--- config.mk ---
export PLATFORM = sky130hd
export DESIGN_NAME = rgb_to_hsv_converter_top
export DESIGN_NICKNAME = d
export VERILOG_FILES = /design/src/hw/rtl/rhc_pkg.sv /design/src/hw/rtl/rhc_front.sv /design/src/hw/rtl/rhc_cell.sv /design/src/hw/rtl/rgb_to_hsv_converter_top.sv
export VERILOG_INCLUDE_DIRS = /design/src /design/src/hw/rtl
export SDC_FILE = /design/constraint.sdc
export NUM_CORES = 2
export LEC_CHECK = 0
export ABC_AREA = 0
export BUFFER_PORTS_ARGS = -buffer_cell sky130_fd_sc_hd__buf_2
export CORE_MARGIN = 1
export CORE_UTILIZATION = 40
export CTS_CLUSTER_SIZE = 40
export DETAILED_ROUTE_END_ITERATION = 8
export GPL_TIMING_DRIVEN = 0
export HOLD_SLACK_MARGIN = 0.12
export SYNTH_ARGS = -nofsm -noshare
export SYNTH_HDL_FRONTEND = slang
export SYNTH_HIERARCHICAL = 1
export SYNTH_SLANG_ARGS = --single-unit
--- constraint.sdc ---
create_clock -name clk -period 36.4 [get_ports clk]
set_input_delay 1.82 -clock clk [delete_from_list [all_inputs] [get_ports clk]]
set_output_delay 1.82 -clock clk [all_outputs]
set_load 0.1 [all_outputs]
--- src/hw/rtl/rgb_to_hsv_converter_top_defines.svh ---
// ----------------------------------------------------------------------------
// rgb_to_hsv_converter_top_defines
// Assertion macros used by the converter's top-level RTL file.
// ----------------------------------------------------------------------------
`ifndef RGB_TO_HSV_CONVERTER_TOP_DEFINES_SVH
`define RGB_TO_HSV_CONVERTER_TOP_DEFINES_SVH

// The condition must hold in the same cycle as the trigger.
`define RHC_ASSERT_NOW(label, trig, cond, msg) \
  label: assert property (@(posedge clk) disable iff (rst) (trig) |-> (cond)) \
    else $error(msg);

// The condition must hold in the cycle after the trigger.
`define RHC_ASSERT_NEXT(label, trig, cond, msg) \
  label: assert property (@(posedge clk) disable iff (rst) (trig) |=> (cond)) \
    else $error(msg);

`endif

--- src/hw/rtl/rhc_pkg.sv ---
// ----------------------------------------------------------------------------
// rhc_pkg
// Types and constants shared by the RGB to HSV converter.
// ----------------------------------------------------------------------------
`default_nettype none

package rhc_pkg;

  // Number of quotient bits, and so of division cells in the chain.
  localparam int QuotW   = 15;
  localparam int HRemW   = 24;
  localparam int HDivW   = 10;
  localparam int SRemW   = 17;
  localparam int SDivW   = 9;
  localparam int ByteW   = 8;

  // Hue units in one sixth of a turn, and in a full turn.
  localparam logic [11:0] SectorUnits = 12'd3840;
  localparam logic [14:0] FullTurn    = 15'd23040;

  typedef struct packed {
    logic [ByteW-1:0] red;
    logic [ByteW-1:0] green;
    logic [ByteW-1:0] blue;
  } pixel_t;

  typedef struct packed {
    logic [QuotW-1:0] hue;
    logic [ByteW-1:0] saturation;
    logic [ByteW-1:0] brightness;
  } hsv_t;

  // Work in flight between two cells of the divider chain.
  typedef struct packed {
    logic [HRemW-1:0] hrem;
    logic [HDivW-1:0] hdiv;
    logic [QuotW-1:0] hq;
    logic [SRemW-1:0] srem;
    logic [SDivW-1:0] sdiv;
    logic [ByteW-1:0] sq;
    logic [ByteW-1:0] val;
  } cell_t;

endpackage

`default_nettype wire

--- src/hw/rtl/rhc_front.sv ---
// ----------------------------------------------------------------------------
// rhc_front
// Finds the extreme channels and forms the hue and saturation dividends.
// ----------------------------------------------------------------------------
`default_nettype none

module rhc_front (
  input  wire logic           clk,
  input  wire logic           rst,
  input  wire logic           en,
  input  wire logic           valid_in,
  input  rhc_pkg::pixel_t     pix,
  output logic                valid,
  output rhc_pkg::cell_t      data
);

  logic [7:0]  r, g, b, mx, mn, d;
  logic [22:0] t;
  logic [22:0] dsec;
  rhc_pkg::cell_t data_next;

  assign r = pix.red;
  assign g = pix.green;
  assign b = pix.blue;

  // Largest and smallest channel.
  always_comb begin
    mx = r;
    if (g > mx) mx = g;
    if (b > mx) mx = b;
    mn = r;
    if (g < mn) mn = g;
    if (b < mn) mn = b;
    d = mx - mn;
  end

  // Hue numerator; red is tested first, then green.
  always_comb begin
    dsec = 23'(d) * 23'(rhc_pkg::SectorUnits);
    if (mx == r) begin
      if (g >= b) t = 23'(g - b) * 23'(rhc_pkg::SectorUnits);
      else        t = 23'(6) * dsec - 23'(b - g) * 23'(rhc_pkg::SectorUnits);
    end else if (mx == g) begin
      if (b >= r) t = 23'(2) * dsec + 23'(b - r) * 23'(rhc_pkg::SectorUnits);
      else        t = 23'(2) * dsec - 23'(r - b) * 23'(rhc_pkg::SectorUnits);
    end else begin
      if (r >= g) t = 23'(4) * dsec + 23'(r - g) * 23'(rhc_pkg::SectorUnits);
      else        t = 23'(4) * dsec - 23'(g - r) * 23'(rhc_pkg::SectorUnits);
    end
  end

  // Rounded dividends; gray and black divide zero by one.
  always_comb begin
    data_next = '0;
    data_next.val = mx;
    if (d == 8'd0) begin
      data_next.hrem = '0;
      data_next.hdiv = 10'd1;
    end else begin
      data_next.hrem = {t, 1'b0} + 24'(d);
      data_next.hdiv = {1'b0, d, 1'b0};
    end
    if (mx == 8'd0) begin
      data_next.srem = '0;
      data_next.sdiv = 9'd1;
    end else begin
      data_next.srem = 17'(d) * 17'd510 + 17'(mx);
      data_next.sdiv = {mx, 1'b0};
    end
  end

  always_ff @(posedge clk) begin
    if (rst) begin
      valid <= 1'b0;
    end else if (en) begin
      valid <= valid_in;
    end
  end

  always_ff @(posedge clk) begin
    if (en) begin
      data <= data_next;
    end
  end

endmodule

`default_nettype wire

--- src/hw/rtl/rhc_cell.sv ---
// ----------------------------------------------------------------------------
// rhc_cell
// One restoring division step for the hue quotient and, where SHIFT is below eight, the saturation quotient.
// ----------------------------------------------------------------------------
`default_nettype none

module rhc_cell #(
  parameter int SHIFT = 0
) (
  input  wire logic           clk,
  input  wire logic           rst,
  input  wire logic           en,
  input  wire logic           valid_in,
  input  rhc_pkg::cell_t      data_in,
  output logic                valid,
  output rhc_pkg::cell_t      data
);

  localparam logic [3:0] HI = 4'(SHIFT);
  localparam logic [2:0] SI = 3'(SHIFT);

  logic [24:0] hd;
  logic [23:0] sd;
  logic        hge, sge;
  rhc_pkg::cell_t data_next;

  // Compare each remainder with its shifted divisor and subtract on success.
  always_comb begin
    hd  = 25'(data_in.hdiv) << SHIFT;
    sd  = 24'(data_in.sdiv) << SHIFT;
    hge = {1'b0, data_in.hrem} >= hd;
    sge = 24'(data_in.srem) >= sd;
    data_next = data_in;
    if (hge) begin
      data_next.hrem   = data_in.hrem - hd[23:0];
      data_next.hq[HI] = 1'b1;
    end
    if (sge && (SHIFT < rhc_pkg::ByteW)) begin
      data_next.srem   = data_in.srem - sd[16:0];
      data_next.sq[SI] = 1'b1;
    end
  end

  always_ff @(posedge clk) begin
    if (rst) begin
      valid <= 1'b0;
    end else if (en) begin
      valid <= valid_in;
    end
  end

  always_ff @(posedge clk) begin
    if (en) begin
      data <= data_next;
    end
  end

endmodule

`default_nettype wire

--- src/hw/rtl/rgb_to_hsv_converter_top.sv ---
// ----------------------------------------------------------------------------
// rgb_to_hsv_converter_top
// Streaming RGB to HSV converter, one pixel per clock unless stalled.
// ----------------------------------------------------------------------------
// The block takes one pixel transfer every cycle unless stalled, and returns
// one HSV result per pixel, in order. Each pixel passes through the front
// stage register and then through the register of each of the 15 division
// cells before its result is presented. The front stage finds the extreme
// channels and the rounded dividends, then each cell of the row produces one
// hue quotient bit, and the last eight cells also one saturation bit each.
// The whole row moves together, so pixel_stall rises only while a finished
// result is held by hsv_stall.
`default_nettype none
`include "rgb_to_hsv_converter_top_defines.svh"

module rgb_to_hsv_converter_top (
  input  wire logic        clk,
  input  wire logic        rst,
  input  wire logic        pixel_valid,
  output logic             pixel_stall,
  input  rhc_pkg::pixel_t  pixel,
  output logic             hsv_valid,
  input  wire logic        hsv_stall,
  output rhc_pkg::hsv_t    hsv
);

  localparam int N = rhc_pkg::QuotW;

  logic           adv;
  logic           black_out;
  logic           v   [N+1];
  rhc_pkg::cell_t dat [N+1];

  // The row advances unless the last result is being held.
  assign adv         = !(hsv_valid && hsv_stall);
  assign pixel_stall = !adv;

  rhc_front u_front (
    .clk      (clk),
    .rst      (rst),
    .en       (adv),
    .valid_in (pixel_valid),
    .pix      (pixel),
    .valid    (v[0]),
    .data     (dat[0])
  );

  // Division cells, most significant quotient bit first.
  for (genvar k = 0; k < N; k++) begin : g_cell
    rhc_cell #(.SHIFT(N - 1 - k)) u_cell (
      .clk      (clk),
      .rst      (rst),
      .en       (adv),
      .valid_in (v[k]),
      .data_in  (dat[k]),
      .valid    (v[k+1]),
      .data     (dat[k+1])
    );
  end

  assign hsv_valid      = v[N];
  assign hsv.hue        = dat[N].hq;
  assign hsv.saturation = dat[N].sq;
  assign hsv.brightness = dat[N].val;

  // A valid result for a black pixel.
  assign black_out = hsv_valid && (hsv.brightness == 8'd0);

  `RHC_ASSERT_NOW(a_hue_range, hsv_valid, hsv.hue < rhc_pkg::FullTurn, "hue out of range")
  `RHC_ASSERT_NOW(a_black_sat, black_out, hsv.saturation == 8'd0, "black pixel with saturation")
  `RHC_ASSERT_NOW(a_stall_cause, pixel_stall, hsv_valid && hsv_stall, "stall without held result")
  `RHC_ASSERT_NEXT(a_held_result, hsv_valid && hsv_stall, hsv_valid, "held result dropped")

endmodule

`default_nettype wire

==> impl_metrics.tcl <==
set metrics [dict create \
    path_clk_slew_ps 60 \
    max_freq_mhz 66.5 \
    drtAntennaViolNets 0 \
    path_class "primary input to flip-flop" \
    h-tree-depth 4 \
    synth.cell_area_um2 73500 \
    layout_commonest_cell "edfxtp_1" \
    drv_slew 0 \
    critPathMostFrequentCell "a21oi_1" \
    min_path_cells 0 \
    yosysWarnings 6 \
    vias 43255 \
    core_um2 182000 \
    holdBufCountCts 0 \
    worstSetupStartpointType "primary input" \
    setup_tns_ps 0 \
    drive_above_1_share_pct 10.1 \
    detail_route.wl_per_cell_um 16.3 \
    max_cap_violations 0 \
    cts_setup_buffers 0 \
    hold_viol 0 \
    grt_max_degree 78 \
    reg2reg_depth 8 \
    area_delta_synth_final_pct 11.7 \
    drt_wl_total_um 138000 \
    cp.required_ps 37010 \
    status "finished clean" \
    slew-limit-headroom_pct 4.16 \
    ctsRootBufferMaster "clkbuf_16" \
    critPathTopFamily "compound AO/OA/AOI/OAI gates" \
    cts_tree "built" \
    crit_buf_inv 8 \
    dp_hpwl_um 104000 \
    avgSynthCellArea_um2 12.8 \
    ctsResizeCount 0 \
    layout_common_cells "edfxtp_1, inv_1, ha_1" \
    dieArea_um2 185000 \
    std_cell_rows 156 \
    finalClockSkew_ps 24.4 \
    max_stage_delay_ps 760 \
    drtIter0Drc 2181 \
    min_path_type "flip-flop to flip-flop" \
    crit_fanout 11 \
    antenna_cells 0 \
    endpoint_kind "flip-flop" \
    clock_path_buffers 3 \
    grt_antenna_before_repair 0 \
    die_h_um 431 \
    arrival_ps 15650 \
    dr.pass1.iters 6 \
    synthCells 5749 \
    drc 0 \
    gr-total-overflow 0 \
    grt_usage_pct 15.0 \
    grt_pass1_vias 44352 \
    clk_latency_ps 760 \
    die_w_um 431 \
    tightest_slew_ps 1430 \
    io_buffers 60 \
    place.gp.congestion 0.888 \
    setup_viol 0 \
    start_util_pct 40.5 \
    cp_slowest_cell "xor2_1" \
    grt_pass1_wl_um 225000 \
    cts_sinks 1378 \
    rsz0062_at_grt "false" \
    fin_crit_sh_pct 41.3 \
    drt-vias-per-instance 5.10 \
    nets 6670 \
    ios 61 \
    cts_made_buffers 146 \
    fin_crit_ps 15050 \
    worst-path-stages 48 \
]
## path summary, 6_finish.rpt
kind         slack, ps                                 start                                   to
max reg2reg      32680  g_cell[14].u_cell/valid$_SDFFE_PP0P_  g_cell[2].u_cell/data[55]$_DFFE_PP_
min                400   g_cell[12].u_cell/data[2]$_DFFE_PP_  g_cell[13].u_cell/data[2]$_DFFE_PP_
min reg2reg        400   g_cell[12].u_cell/data[2]$_DFFE_PP_  g_cell[13].u_cell/data[2]$_DFFE_PP_
max              21350                              pixel[9]       u_front/data[90]$_SDFFCE_PP0P_
## flip-flops by register name, indices dropped and copies added, names as in the netlist
| register | cells |
|---|---|
| u_front/valid | 1 |
| g_cell.u_cell/valid | 15 |
| g_cell.u_cell/data | 1305 |
| u_front/data | 57 |
## per-stage QoR
step                setup slack (ps)  utilization [%]  cell area, um^2  hold WS, ps  cells
floorplan                       2480                -            73600          400   5773
global placement               -8730             42.3            76800          400   8203
detailed placement             20680             42.7            77400          405   8227
CTS                            21470             45.2            82100          396   8489
global route                   20410             45.2            82100          400   8489
finish                         21350             45.2            82100          398   8489
## final cells by class
cell class | instances | area (um^2)
clock inverters | 80 | 746
plain buffers | 128 | 848
inverters | 583 | 2190
multi-input cells | 3684 | 29300
fillers | 16275 | 99400
clock buffers | 182 | 3920
flip-flops and latches | 1378 | 41200
repair buffers | 84 | 886
well taps | 2370 | 2970
## layer usage
| layer | GRT usage [%] | wire length [um] | vias up |
|---|---|---|---|
| met2 | 27.9 | 72200 | 626 |
| met3 | 2.31 | 4220 | 271 |
| met5 | 0 | 0 | - |
| met1 | 17.1 | 57500 | 20790 |
| li1 | - | - | 21568 |
| met4 | 5.78 | 4470 | 0 |
Power is not shown: default switching activity piles up to over one toggle a cycle in this logic, so the estimate is an artifact.
